## src/rtl/bpah_pkg.sv

```systemverilog
// ----------------------------------------------------------------------------
// bpah_pkg
// Shared constants, codes and types of the byte peak / histogram core.
// ----------------------------------------------------------------------------
package bpah_pkg;

   // component peak store depth and histogram counter width
   localparam int MAX_COMPONENTS = 32;
   localparam int COUNT_BITS     = 32;

   localparam int COMP_AW   = (MAX_COMPONENTS > 1) ? $clog2(MAX_COMPONENTS) : 1;
   localparam int FIN_W     = COMP_AW + 1;
   localparam int HIST_DEPTH = 256;
   localparam int HIST_AW   = 8;

   localparam logic [7:0]  ZERO_LEVEL = 8'd128;
   localparam logic [12:0] LEN_MAX    = 13'd4096;
   localparam logic [12:0] LEN_COMP   = 13'(MAX_COMPONENTS);

   // input operation codes
   typedef enum logic [1:0] {
      OP_SAMPLE = 2'd0,
      OP_FINISH = 2'd1,
      OP_READ   = 2'd2,
      OP_CLEAR  = 2'd3
   } op_type;

   // result kinds
   typedef enum logic [1:0] {
      KIND_VECTOR    = 2'd0,
      KIND_COMPONENT = 2'd1,
      KIND_OVERALL   = 2'd2,
      KIND_HIST      = 2'd3
   } kind_type;

   // configuration register indexes
   typedef enum logic [0:0] {
      CSR_MODE = 1'b0,
      CSR_SCAN = 1'b1
   } csr_idx_type;

   // control sequencer states
   typedef enum logic [2:0] {
      ST_IDLE,
      ST_SAMPLE,
      ST_HREAD,
      ST_FIN_EMIT,
      ST_FIN_TOTAL
   } state_type;

   // histogram store command
   typedef struct packed {
      logic               rd_en;
      logic               inc_en;
      logic               clr;
      logic [HIST_AW-1:0] addr;
   } hist_cmd_type;

   // component peak store command
   typedef struct packed {
      logic               rd_en;
      logic               upd_en;
      logic               clr;
      logic [COMP_AW-1:0] addr;
   } peak_cmd_type;

endpackage

```

## src/rtl/bpah_ram.sv

```systemverilog
// ----------------------------------------------------------------------------
// bpah_ram
// Generic single-write, single-read RAM with registered read data.
// ----------------------------------------------------------------------------
module bpah_ram #(
   parameter int WIDTH = 8,
   parameter int DEPTH = 32
) (
   input  logic                                    clock,
   input  logic                                    wr_en,
   input  logic [((DEPTH > 1) ? $clog2(DEPTH) : 1)-1:0] wr_addr,
   input  logic [WIDTH-1:0]                        wr_data,
   input  logic                                    rd_en,
   input  logic [((DEPTH > 1) ? $clog2(DEPTH) : 1)-1:0] rd_addr,
   output logic [WIDTH-1:0]                        rd_data
);

   logic [WIDTH-1:0] mem [DEPTH];
   logic [WIDTH-1:0] rd_data_ff;

   // write port
   always_ff @(posedge clock) begin
      if (wr_en) begin
         mem[wr_addr] <= wr_data;
      end
   end

   // read port, data held while not enabled
   always_ff @(posedge clock) begin
      if (rd_en) begin
         rd_data_ff <= mem[rd_addr];
      end
   end

   assign rd_data = rd_data_ff;

endmodule

```

## src/rtl/bpah_peaks.sv

```systemverilog
// ----------------------------------------------------------------------------
// bpah_peaks
// Per-component peak store: RAM plus per-entry valid bits, running max
// update of the last entry read.
// ----------------------------------------------------------------------------
module bpah_peaks (
   input  logic                          clock,
   input  logic                          reset,
   input  bpah_pkg::peak_cmd_type        cmd,
   input  logic [7:0]                    upd_value,
   output logic [7:0]                    peak
);

   logic [bpah_pkg::MAX_COMPONENTS-1:0] valid_ff;
   logic [bpah_pkg::MAX_COMPONENTS-1:0] valid_in;
   logic [bpah_pkg::COMP_AW-1:0]        addr_ff;
   logic [bpah_pkg::COMP_AW-1:0]        addr_in;
   logic                                rd_valid_ff;
   logic                                rd_valid_in;
   logic [7:0]                          ram_rd_data;
   logic [7:0]                          peak_max;

   bpah_ram #(
      .WIDTH (8),
      .DEPTH (bpah_pkg::MAX_COMPONENTS)
   ) u_ram (
      .clock   (clock),
      .wr_en   (cmd.upd_en),
      .wr_addr (addr_ff),
      .wr_data (peak_max),
      .rd_en   (cmd.rd_en),
      .rd_addr (cmd.addr),
      .rd_data (ram_rd_data)
   );

   assign peak     = rd_valid_ff ? ram_rd_data : 8'd0;
   assign peak_max = (upd_value > peak) ? upd_value : peak;

   // valid bits and read address tracking
   always_comb begin
      valid_in    = valid_ff;
      addr_in     = addr_ff;
      rd_valid_in = rd_valid_ff;
      if (cmd.clr) begin
         valid_in = '0;
      end else if (cmd.upd_en) begin
         valid_in[addr_ff] = 1'b1;
      end
      if (cmd.rd_en) begin
         addr_in     = cmd.addr;
         rd_valid_in = valid_ff[cmd.addr];
      end
   end

   always_ff @(posedge clock) begin
      if (reset) begin
         valid_ff    <= '0;
         rd_valid_ff <= 1'b0;
      end else begin
         valid_ff    <= valid_in;
         rd_valid_ff <= rd_valid_in;
      end
   end

   always_ff @(posedge clock) begin
      addr_ff <= addr_in;
   end

endmodule

```

## config.mk

```make
export PLATFORM = sky130hd
export DESIGN_NAME = bpah_peaks
export DESIGN_NICKNAME = d
export VERILOG_FILES = /design/src/rtl/bpah_pkg.sv /design/src/rtl/bpah_ram.sv /design/src/rtl/bpah_peaks.sv
export SDC_FILE = /design/constraint.sdc
export NUM_CORES = 1
export LEC_CHECK = 0
export BUFFER_PORTS_ARGS = -buffer_cell sky130_fd_sc_hd__clkbuf_2
export CAP_MARGIN = 20
export CORE_ASPECT_RATIO = 0.6
export CORE_UTILIZATION = 56
export CTS_CLUSTER_DIAMETER = 200
export DETAILED_ROUTE_END_ITERATION = 7
export PLACE_DENSITY_LB_ADDON = 0.12
export SLEW_MARGIN = 20
export SYNTH_ARGS = -nofsm -noshare
export SYNTH_HDL_FRONTEND = slang
export SYNTH_SLANG_ARGS = --single-unit
```

## constraint.sdc

```tcl
create_clock -name clock -period 2.5 [get_ports clock]
set_input_delay 0.125 -clock clock [delete_from_list [all_inputs] [get_ports clock]]
set_output_delay 0.125 -clock clock [all_outputs]
set_load 0.03 [all_outputs]
```

### Word-level counts from Yosys, hierarchy flattened

Memory sizes are Yosys's and may differ from the RTL's. A register that Yosys moved wholly into a read port is not among the register bits.
Index checks and enable logic that the tools add are counted.

* memories kept: 1
* flip-flop bits (word level): 38
* bits of input ports: 18
* word-level logic and storage cells: 19
* output and inout bits: 8
* RAM bits: 256

* order comparisons: 4
* bitwise gates (word level): 1
* reductions and logical operators: 2
* muxes and demuxes: 8

Memories
* u_ram.mem: depth 32, width 8, rd ports 1, clocked after memory_dff 1, write ports 1, RTL line bpah_ram.sv:18 `logic [WIDTH-1:0] mem [DEPTH];`

Operators with widths (number)
* $or 32x32->32: 1
* $mux 8: 2
* $lt 5x6->1 const B: 2
* $gt 8x8->1: 1
* $bmux 1 s5: 1
* $demux 1 s5: 1
* $ge 5x1->1 const B: 1
* $mux 1: 4
* $reduce_or 2->1: 1
* $logic_and 1x1->1: 1

### Logic depth before layout (Yosys ltp)

Gate-level depths: netlist (run 1).

* depth in word-level cells: 5
* depth in mapped cells: 10
* mapped depth without buffers: 8

### By module

From an unflattened synthesis (run 1), not the netlist that was laid out.

* cells, all modules: 619
* area total of the unflattened synthesis: 12001.5 um2

By module, submodules not included
* bpah_ram: seq. area each 7927.6 um2, cells an instance 417, times used 1, area each 10133.5 um2
* bpah_peaks: seq. area each 810.8 um2, cells an instance 202, times used 1, area each 1868.0 um2

### Worst setup path before layout (run 1)

No wires, ideal clock.

* kind: flip-flop to flip-flop
* start point: reg rd_valid_ff
* end point: mem u_ram.mem[0][0] (data pin)
* cell stages (with the launch flop): 11
* clock period less this slack: 2.550 ns
* path buffers: 2
* path slack: -0.050 ns
* data required time: 2.193 ns
* library setup time: 0.307 ns
* data arrival time: 2.243 ns
* cells stage by stage: dfxtp_1 -> clkbuf_1 -> and2_1 -> ha_1 -> nor2b_1 -> o21a_1 -> o21ai_0 -> a21oi_1 -> o22a_1 -> clkbuf_1 -> mux2_2

* word-level cells in the longest chain between the ends: 3

Ends and longest elaborated chain
* start: declaration: RTL line bpah_peaks.sv:18 `logic rd_valid_ff;`
* start signal: assignment: RTL line bpah_peaks.sv:61 `rd_valid_ff <= rd_valid_in;`
* $mux 8 *: RTL line bpah_peaks.sv:36 `assign peak = rd_valid_ff ? ram_rd_data : 8'd0;`
* named net peak[0]: RTL line bpah_peaks.sv:11 `output logic [7:0] peak`
* $gt 8x8->1: RTL line bpah_peaks.sv:37 `assign peak_max = (upd_value > peak) ? upd_value : peak;`
* $mux 8 *: RTL line bpah_peaks.sv:37
* named net peak_max[0]: RTL line bpah_peaks.sv:21 `logic [7:0] peak_max;`
* end: declaration: RTL line bpah_ram.sv:18

The timed path passes the listed nets; every way through them passes the cells marked *.

### Worst setup path after layout (run 1)

* start point: reg u_ram.rd_data_ff[0] (netlist: u_ram.rd_data[0]), read port of u_ram.mem
* end point: mem u_ram.mem[23][6] (data pin)

* word-level cells in the longest chain between the ends: 3

Ends and longest elaborated chain
* start: declaration: RTL line bpah_ram.sv:19 `logic [WIDTH-1:0] rd_data_ff;`
* $mux 8: RTL line bpah_peaks.sv:36
* $gt 8x8->1: RTL line bpah_peaks.sv:37
* $mux 8: RTL line bpah_peaks.sv:37

No other way between the ends.

==> flow_metrics.env, run 1 <==
export IMPL_status="finished with violations"
export IMPL_violations="setup timing"
export IMPL_ir_drop_v=0.000591
export IMPL_critical_path_max_fanout=14
export IMPL_worst_pin_slew_ns=0.770
export IMPL_die_h_um=115
export IMPL_grt_pass1_wl_um=43200
export IMPL_synth_largest_area_cell="edfxtp_1"
export IMPL_power_density_nw_per_um2=780
export IMPL_reg2reg_depth=9
export IMPL_grt_start_max_net_pins=38
export IMPL_path_clk_slew_ns=0.07
export IMPL_hold_depth=4
export IMPL_synth_area_leaders="edfxtp_1 68%, mux4_2 15%, dfxtp_1 5.6%"
export IMPL_cts_hold_buf=0
export IMPL_gp_congestion=0.900
export IMPL_cts_root_buf="clkbuf_16"
export IMPL_max_freq_ghz=0.396
export IMPL_finalCritPeriodShare=1.01
export IMPL_vias=6558
export IMPL_synthCells=578
export IMPL_antenna_found_initial=0
export IMPL_ctsHtreeMaxLevel=1
export IMPL_wire_per_inst_um=33.0
export IMPL_cts_buffers=27
export IMPL_dp_hpwl_um=18500
export IMPL_worst_slack_ns=-0.0239
export IMPL_pin_count=26
export IMPL_min_to="rd_valid_ff"
export IMPL_row_count=40
export IMPL_area_growth_pct=17.6
export IMPL_layoutNonFillerInstCount=973
export IMPL_finalCriticalPeriod_ns=2.52
export IMPL_final_hold_viol_count=0
export IMPL_drive_gt1_frac=0.354
export IMPL_avgViaCountPerCell=6.74
export IMPL_cp_start_kind="flip-flop"
export IMPL_antenna_diode_count=0
export IMPL_final_nets=707
export IMPL_firstDrtPassIters=5
export IMPL_setup_viol=67
export IMPL_synth_warnings=0
export IMPL_worst_ep_required_time_ns=2.75
export IMPL_worstSetupEndpointType="flip-flop"
export IMPL_dr_first_iter_drc_count=967
export IMPL_crit_arrival_ns=2.78
export IMPL_drv_cap=0
export IMPL_placedCellCount=904
export IMPL_fin_skew_ns=0.00875
export IMPL_synth_area_um2=11800
export IMPL_post_cts_setup_buffers=0
export IMPL_cts_sinks=302
export IMPL_wirelength_um=32100
export IMPL_hold_start="reset"
export IMPL_fin_total_pwr_w=0.0109
export IMPL_r2r_start="u_ram.rd_data[0]"
export IMPL_power_leakage_nw=4.77
export IMPL_cts_buffer_depth=3
export IMPL_crit_type="reg2reg"
export IMPL_max_slew_margin=0.487
export IMPL_ys_ff_latch=302
export IMPL_antenna_left=0
export IMPL_overflow=0
export IMPL_port_buffers=25
export IMPL_clk_latency_ns=0.53
export IMPL_die_x_um=190
export IMPL_hp_class="in2reg"
export IMPL_globalRouteTotalUtil=0.293
export IMPL_grt_pass1_vias=6169
export IMPL_design_die_area_um2=21700
export IMPL_drc=0
export IMPL_synth_sequential_area_ratio=0.738
export IMPL_syn_area_per_cell_um2=20.5
export IMPL_drv_slew=0
export IMPL_design_core_area_um2=20400
export IMPL_synthDominantCellAreaShare=0.682
export IMPL_synth_cell_types=32
export IMPL_start_util=0.581
export IMPL_final_util=0.683
export IMPL_synth_fp_nets=604
export IMPL_r2r_end="u_ram.mem[23][6]"
export IMPL_r2r_setup_slack_ns=-0.02
export IMPL_tritoncts="yes"
## critical path, stage by stage, from the launching register on
cell and delay (ns):
edfxtp_1 0.35, and2_2 0.27, ha_1 0.20, nor2b_1 0.15
o21a_1 0.13, o21ai_0 0.10, a21oi_1 0.19, o22a_2 0.22
buf_12 0.19, mux2_2 0.45
## flip-flops by register name, indices dropped and copies added (netlist names)
name           flops
u_ram.rd_data      8
valid_ff          32
addr_ff            5
rd_valid_ff        1
u_ram.mem        256
## layer usage
| metal | global-route usage | share of wire | routed length (um) |
|---|---|---|---|
| met5 | 0 | 0 | 0 |
| met1 | 0.459 | 0.40 | 12800 |
| met2 | 0.409 | 0.42 | 13600 |
| met3 | 0.0827 | 0.16 | 5040 |
| met4 | 0.0651 | 0.020 | 652 |
## kinds of logic after synthesis
| family | after synthesis | synth area share |
|---|---|---|
| AO/OA/AOI/OAI | 49 | 0.0299 |
| adder cells (fa/ha/maj) | 8 | 0.00846 |
| buffers and inverters | 37 | 0.0145 |
| flip-flops | 302 | 0.738 |
| multiplexers | 112 | 0.181 |
| AND/OR/NAND/NOR | 70 | 0.0281 |
## worst max path at each step
stage / startpoint / end / slack [ns] / cells after the start
2_1_floorplan: rd_valid_ff / u_ram.mem[0][0] / -0.01 / 10
3_3_place_gp: rd_valid_ff / u_ram.mem[10][2] / -0.0003 / 10
3_5_place_dp: rd_valid_ff / u_ram.mem[30][2] / -0.16 / 10
4_1_cts: rd_valid_ff / u_ram.mem[26][2] / 0.01 / 10
5_1_grt: u_ram.rd_data[0] / u_ram.mem[8][6] / -0.04 / 9
6_report: u_ram.rd_data[0] / u_ram.mem[23][6] / -0.02 / 9
## what timing repair did
item,in CTS,in global routing
cloned,5,16
setup endpoints to repair,256,256
gates resized for setup,12,14
## final cells by class
class	count	area (um^2)
Clock buffer	36	793
Clock inverter	12	133
Fill cell	1241	6450
Inverter	9	33.8
Multi-Input combinational cell	260	3240
Sequential cell	302	8740
Tap cell	273	342
Timing Repair Buffer	81	636
## per-stage QoR
step	setup WS (ns)	cell area, um^2	setup TNS, ns	hold WS (ns)
floorplan	-0.0130	11800	-3.33	0.224
global placement	-0.000297	12700	-0.00226	0.447
detailed placement	-0.161	12700	-30.33	0.453
CTS	0.00957	13700	0	0.0341
global route	-0.0414	13900	-4.47	0.0549
finish	-0.0239	13900	-0.933	0.0449
## placed cells by master, fill, tap and decap left out, types with 2 or more instances in the layout
cell type	Yosys	layout
a21oi_1	4	4
a22oi_1	3	3
buf_12	0	7
buf_4	7	50
bufinv_16	0	3
clkbuf_1	15	4
clkbuf_16	0	30
clkbuf_2	0	24
clkbuf_8	0	2
clkinv_1	0	5
clkinv_2	0	3
dfxtp_1	33	32
edfxtp_1	269	269
ha_1	8	8
inv_1	9	9
mux2_2	16	20
mux2_4	0	17
mux2i_1	16	16
mux4_2	80	80
nand2_1	12	12
nand3_1	3	3
nand3b_1	5	5
nand4_1	3	3
nor2_1	35	30
nor2_2	0	5
nor2b_1	4	4
o21a_1	33	33
o21ai_0	3	2
or3b_2	3	3
## Yosys cell counts (all sizes together)
cell type	instances
nor2b	4
mux2	16
nand2	12
ha	8
dfxtp	33
a221o	1
nand4b	1
mux4	80
a211oi	1
mux2i	16
inv	9
a22oi	3
a21oi	4
buf	13
nand4	3
edfxtp	269
or3b	3
clkbuf	15
nand3	3
o21ai	3
nand3b	5
o21bai	1
a22o	1
or3	1
a31oi	1
o22a	1
and2	2
nand2b	1
nor2	35
o21a	33
## power breakdown
| group | total, W | internal (W) | switching [W] |
|---|---|---|---|
| registers | 0.00568 | 0.00566 | 0.0000270 |
| logic | 0.000873 | 0.000354 | 0.000519 |
| clock network | 0.00431 | 0.00253 | 0.00177 |
| total | 0.0109 | 0.00854 | 0.00232 |
Power figures use the tool's default switching activity.
==> inputs of run 2 (changes only) <==
--- a/config.mk
+++ b/config.mk
@@ -8,7 +8,8 @@
 export BUFFER_PORTS_ARGS = -buffer_cell sky130_fd_sc_hd__clkbuf_2
 export CAP_MARGIN = 20
 export CORE_ASPECT_RATIO = 0.6
-export CORE_UTILIZATION = 56
+export CORE_UTILIZATION = 58
+export CTS_BUF_LIST = sky130_fd_sc_hd__clkbuf_4 sky130_fd_sc_hd__clkbuf_8
 export CTS_CLUSTER_DIAMETER = 200
 export DETAILED_ROUTE_END_ITERATION = 7
 export PLACE_DENSITY_LB_ADDON = 0.12
==> run 2 against run 1 <==
Compared with the run above: the run now ends clean; critical endpoint is now u_ram.mem[19][2]; die area shrank 3.4%; register-to-register slack gained 0.08 ns; combinational power is essentially flat; core utilization grew 1.1 points; critical path type unchanged.
==> flow_metrics.env, run 2 (synthesized netlist as in run 1, its figures left out) <==
export IMPL_setup_tns_ns=0
export IMPL_worst_pin_slew_ns=0.859
export IMPL_final_nets=728
export IMPL_firstDrtPassIters=5
export IMPL_path_clk_slew_ns=0.07
export IMPL_largest_reg_flops=256
export IMPL_worst_ep_required_time_ns=2.75
export IMPL_area_growth_pct=17.4
export IMPL_max_freq_ghz=0.409
export IMPL_row_count=40
export IMPL_tritoncts="yes"
export IMPL_cp_start_kind="flip-flop"
export IMPL_status="finished, final reports clean"
export IMPL_die_x_um=186
export IMPL_design_core_area_um2=20000
export IMPL_dr_first_iter_drc_count=927
export IMPL_hold_depth=2
export IMPL_crit_type="reg2reg"
export IMPL_layoutNonFillerInstCount=1007
export IMPL_power_density_nw_per_um2=756
export IMPL_vias=6669
export IMPL_globalRouteTotalUtil=0.288
export IMPL_placedCellCount=906
export IMPL_min_to="addr_ff[2]"
export IMPL_grt_pass1_wl_um=42200
export IMPL_gp_congestion=0.887
export IMPL_cts_buffer_depth=3
export IMPL_ctsHtreeMaxLevel=2
export IMPL_finalCriticalPeriod_ns=2.44
export IMPL_worstSetupEndpointType="flip-flop"
export IMPL_rsz0062_at_grt="true"
export IMPL_port_buffers=25
export IMPL_antenna_diode_count=0
export IMPL_setup_viol=0
export IMPL_power_leakage_nw=4.79
export IMPL_place_ws_ns=-0.159
export IMPL_top_register="u_ram.mem"
export IMPL_drv_cap=0
export IMPL_avgViaCountPerCell=6.62
export IMPL_crit_arrival_ns=2.70
export IMPL_antenna_found_initial=0
export IMPL_worst_slack_ns=0.0566
export IMPL_wire_per_inst_um=31.8
export IMPL_ir_drop_v=0.000504
export IMPL_max_slew_margin=0.427
export IMPL_design_die_area_um2=21000
export IMPL_final_cell_mix="269 x edfxtp_1, 80 x mux4_2, 57 x buf_4, 47 x clkbuf_8, 33 x o21a_1"
export IMPL_fin_skew_ns=0.0165
export IMPL_drc=0
export IMPL_grt_pass1_vias=6366
export IMPL_grt_start_max_net_pins=70
export IMPL_r2r_start="u_ram.rd_data[0]"
export IMPL_die_h_um=113
export IMPL_dp_hpwl_um=18300
export IMPL_hold_start="cmd[2]"
export IMPL_r2r_setup_slack_ns=0.06
export IMPL_pin_count=26
export IMPL_cts_sinks=302
export IMPL_final_common_cell="edfxtp_1"
export IMPL_reg2reg_depth=8
export IMPL_clk_latency_ns=0.53
export IMPL_hp_class="in2reg"
export IMPL_r2r_end="u_ram.mem[19][2]"
export IMPL_finalCritPeriodShare=0.977
export IMPL_cts_root_buf="clkbuf_8"
export IMPL_drive_gt1_frac=0.387
export IMPL_drv_slew=0
export IMPL_cts_buffers=44
export IMPL_final_hold_viol_count=0
export IMPL_wirelength_um=32000
export IMPL_start_util=0.591
export IMPL_antenna_left=0
export IMPL_critical_path_max_fanout=8
export IMPL_final_util=0.694
export IMPL_overflow=0
## run 2: cell count changes in the layout (fill, tap and decap cells not counted), moves of 3 or more
cell and delta:
clkbuf_8 +45, clkbuf_16 -30, clkbuf_4 +19, buf_4 +7
mux2_2 -6, buf_12 -4, clkbuf_1 -4, o22a_4 +4
dlygate4sd3_1 +3
## run 2: cell type report
class,count,area (um^2)
sequential,302,8740
fill,1285,6120
multi-input combinational,258,3270
clock buffer,66,790
timing repair buffer,87,638
tap,273,342
clock inverter,12,76.3
inverter,9,33.8
## run 2: worst max-delay path by stage
stage | cells past startpoint | to | slack (ns) | startpoint
after global routing | 8 | u_ram.mem[19][6] | -0.04 | u_ram.rd_data[0]
after floorplan | 10 | u_ram.mem[0][0] | -0.01 | rd_valid_ff
after global placement | 8 | u_ram.mem[31][7] | -0.07 | rd_valid_ff
after detailed placement | 9 | u_ram.mem[30][4] | -0.16 | rd_valid_ff
final | 8 | u_ram.mem[19][2] | 0.06 | u_ram.rd_data[0]
after CTS | 8 | u_ram.mem[26][2] | -0.06 | rd_valid_ff
## run 2: per-stage QoR
stage	area, um^2	hold WS (ns)	total power (W)
3_5_place_dp	12700	0.453	0.00649
4_1_cts	13600	0.0715	0.0104
6_report	13900	0.0718	0.0105
5_1_grt	13900	0.0691	0.0108
2_1_floorplan	11800	0.224	0.00623
3_3_place_gp	12700	0.437	0.00646
## run 2: report_power, final
part / internal [W] / total, W / switching [W]
clock: 0.00212 / 0.00394 / 0.00182
sequential: 0.00566 / 0.00568 / 0.0000266
combinational: 0.000344 / 0.000874 / 0.000530
## run 2: what timing repair did
item                                   in CTS  in global routing
cloned                                      0                 19
setup buffers                               0                  1
hold buffers                                3                  0
setup endpoints to repair                 256                256
pin swaps                                   0                  5
endpoints found under the hold margin       9                  0
resized for setup                           4                 27
## run 2: critical path, stage by stage (launching register included)
cell and delay (ns):
edfxtp_1 0.35, and2_2 0.24, ha_1 0.19, nor2b_1 0.11, o21a_1 0.13, o21ai_1 0.09
a21oi_4 0.27, o22a_4 0.32, mux2_2 0.46
## run 2: per-layer routing
layer,part of all wire,vias to the layer above,track usage,wire [um]
met5,0,-,0,0
met4,0.019,0,0.0634,595
met3,0.14,51,0.0938,4360
met2,0.43,514,0.414,13900
met1,0.41,3438,0.435,13200
li1,-,2666,-,-
==> inputs of run 3 (changes only) <==
--- a/config.mk
+++ b/config.mk
@@ -6,8 +6,6 @@
 export NUM_CORES = 1
 export LEC_CHECK = 0
 export BUFFER_PORTS_ARGS = -buffer_cell sky130_fd_sc_hd__clkbuf_2
-export CAP_MARGIN = 20
-export CORE_ASPECT_RATIO = 0.6
 export CORE_UTILIZATION = 58
 export CTS_BUF_LIST = sky130_fd_sc_hd__clkbuf_4 sky130_fd_sc_hd__clkbuf_8
 export CTS_CLUSTER_DIAMETER = 200
==> run 3 against run 2 <==
Compared with the run above: cell area rose by 0.28%; worst hold slack gained 0.013 ns; sequential cell count is the same; largest cell class unchanged; largest power group unchanged.
==> flow_metrics.env, run 3 (synthesized netlist as in run 1, its figures left out) <==
export IMPL_status="finished, final reports clean"
export IMPL_setup_tns_ns=0
export IMPL_drc=0
export IMPL_globalRouteTotalUtil=0.289
export IMPL_antenna_diode_count=0
export IMPL_layoutNonFillerInstCount=1005
export IMPL_crit_arrival_ns=2.69
export IMPL_drv_slew=0
export IMPL_final_cell_mix="269 x edfxtp_1, 80 x mux4_2, 67 x buf_4, 48 x clkbuf_8, 33 x o21a_1"
export IMPL_placed_cell_area_um2=12800
export IMPL_cts_buffers=46
export IMPL_row_count=51
export IMPL_stdcell_area_um2=13900
export IMPL_largest_reg_flops=256
export IMPL_cp_start_kind="flip-flop"
export IMPL_pin_count=26
export IMPL_top_register="u_ram.mem"
export IMPL_crit_type="reg2reg"
export IMPL_finalCritPeriodShare=0.972
export IMPL_dr_first_iter_drc_count=935
export IMPL_max_freq_ghz=0.411
export IMPL_worst_pin_slew_ns=0.845
export IMPL_grt_start_max_net_pins=36
export IMPL_cts_buffer_depth=3
export IMPL_critPathBufInv=1
export IMPL_power_density_nw_per_um2=746
export IMPL_wire_per_inst_um=30.3
export IMPL_drv_cap=0
export IMPL_path_clk_slew_ns=0.06
export IMPL_setup_viol=0
export IMPL_dp_hpwl_um=18800
export IMPL_cp_slowest_cell="mux2_4"
export IMPL_gp_congestion=0.881
export IMPL_clk_latency_ns=0.56
export IMPL_avgViaCountPerCell=6.58
export IMPL_worst_ep_required_time_ns=2.76
export IMPL_finalCriticalPeriod_ns=2.43
export IMPL_die_x_um=145
export IMPL_drive_gt1_frac=0.386
export IMPL_max_slew_margin=0.437
export IMPL_ir_drop_v=0.000423
export IMPL_power_leakage_nw=4.86
export IMPL_final_nets=738
export IMPL_critical_path_max_fanout=16
export IMPL_final_hold_viol_count=0
export IMPL_area_growth_pct=17.7
export IMPL_antenna_left=0
export IMPL_wirelength_um=30400
export IMPL_crit_chain="nand2_1 -> ha_1 -> nor2b_1 -> o21a_1 -> o21ai_0 -> a21oi_1 -> o22a_2 -> buf_12 -> mux2_4"
export IMPL_max_stage_delay_ns=0.39
export IMPL_cts_root_buf="clkbuf_8"
export IMPL_grt_pass1_vias=6313
export IMPL_fin_skew_ns=0.0204
export IMPL_grt_pass1_wl_um=40800
export IMPL_hp_class="in2reg"
export IMPL_ctsHtreeMaxLevel=2
export IMPL_final_common_cell="edfxtp_1"
export IMPL_worstSetupEndpointType="flip-flop"
export IMPL_firstDrtPassIters=5
export IMPL_vias=6610
export IMPL_die_h_um=145
export IMPL_placedCellCount=914
export IMPL_design_die_area_um2=21000
export IMPL_cts_sinks=302
export IMPL_overflow=0
export IMPL_post_cts_setup_buffers=0
export IMPL_crit_family="compound AO/OA/AOI/OAI gates"
export IMPL_design_core_area_um2=19700
export IMPL_start_util=0.600
export IMPL_port_buffers=25
export IMPL_antenna_found_initial=1
export IMPL_tritoncts="yes"
run 3: report_power, final:
| part | switching (W) | internal (W) | leakage [nW] |
|---|---|---|---|
| clock network | 0.00178 | 0.00209 | 0.451 |
| logic | 0.000488 | 0.000352 | 1.69 |
| registers | 0.0000258 | 0.00566 | 2.72 |
| total | 0.00229 | 0.00810 | 4.86 |
run 3: path summary, 6_finish.rpt:
kind,from,end,depth (start not counted),slack (ns)
setup reg to reg,rd_valid_ff,u_ram.mem[1][2],9,0.07
hold / removal,upd_value[7],u_ram.mem[14][7],2,0.08
setup / recovery,rd_valid_ff,u_ram.mem[1][2],9,0.07
hold reg to reg,valid_ff[26],valid_ff[26],1,0.46
run 3: worst register-to-register path, stage by stage (launching register included):
cell and delay (ns):
dfxtp_2 0.37, nand2_1 0.08, ha_1 0.29, nor2b_1 0.14, o21a_1 0.16, o21ai_0 0.17, a21oi_1 0.10, o22a_2 0.25
buf_12 0.17, mux2_4 0.40
run 3: layout make-up:
class                      instances  area [um^2]
clock buffer                      63          773
clock inverter                    13         85.1
fill                            1221         5780
inverter                           9         33.8
multi-input combinational        253         3180
sequential                       302         8740
tap                              265          332
timing repair buffer             100          788
run 3: timing repair:
| item | in CTS | in global routing |
|---|---|---|
| resized for setup | 6 | 25 |
| hold buffers | 1 | 0 |
| endpoints found under the hold margin | 1 | 0 |
| cloned | 0 | 14 |
| endpoints found under the setup margin | 256 | 256 |
| pin swaps | 0 | 1 |
run 3: per-layer routing:
| layer | track usage | part of all wire | wire length, um |
|---|---|---|---|
| met1 | 0.430 | 0.40 | 12100 |
| met2 | 0.413 | 0.44 | 13500 |
| met3 | 0.0760 | 0.13 | 3940 |
| met4 | 0.109 | 0.028 | 857 |
| met5 | 0 | 0.00026 | 8 |
run 3: through the flow:
step | hold slack (ns) | setup WS (ns) | util | total power (W)
after global routing | 0.0718 | -0.0388 | 0.707 | 0.0107
after floorplan | 0.224 | -0.0130 | - | 0.00623
after CTS | 0.0485 | -0.0514 | 0.694 | 0.0103
after detailed placement | 0.397 | -0.0627 | 0.649 | 0.00649
after global placement | 0.397 | -0.0157 | 0.649 | 0.00647
final | 0.0849 | 0.0691 | 0.707 | 0.0104
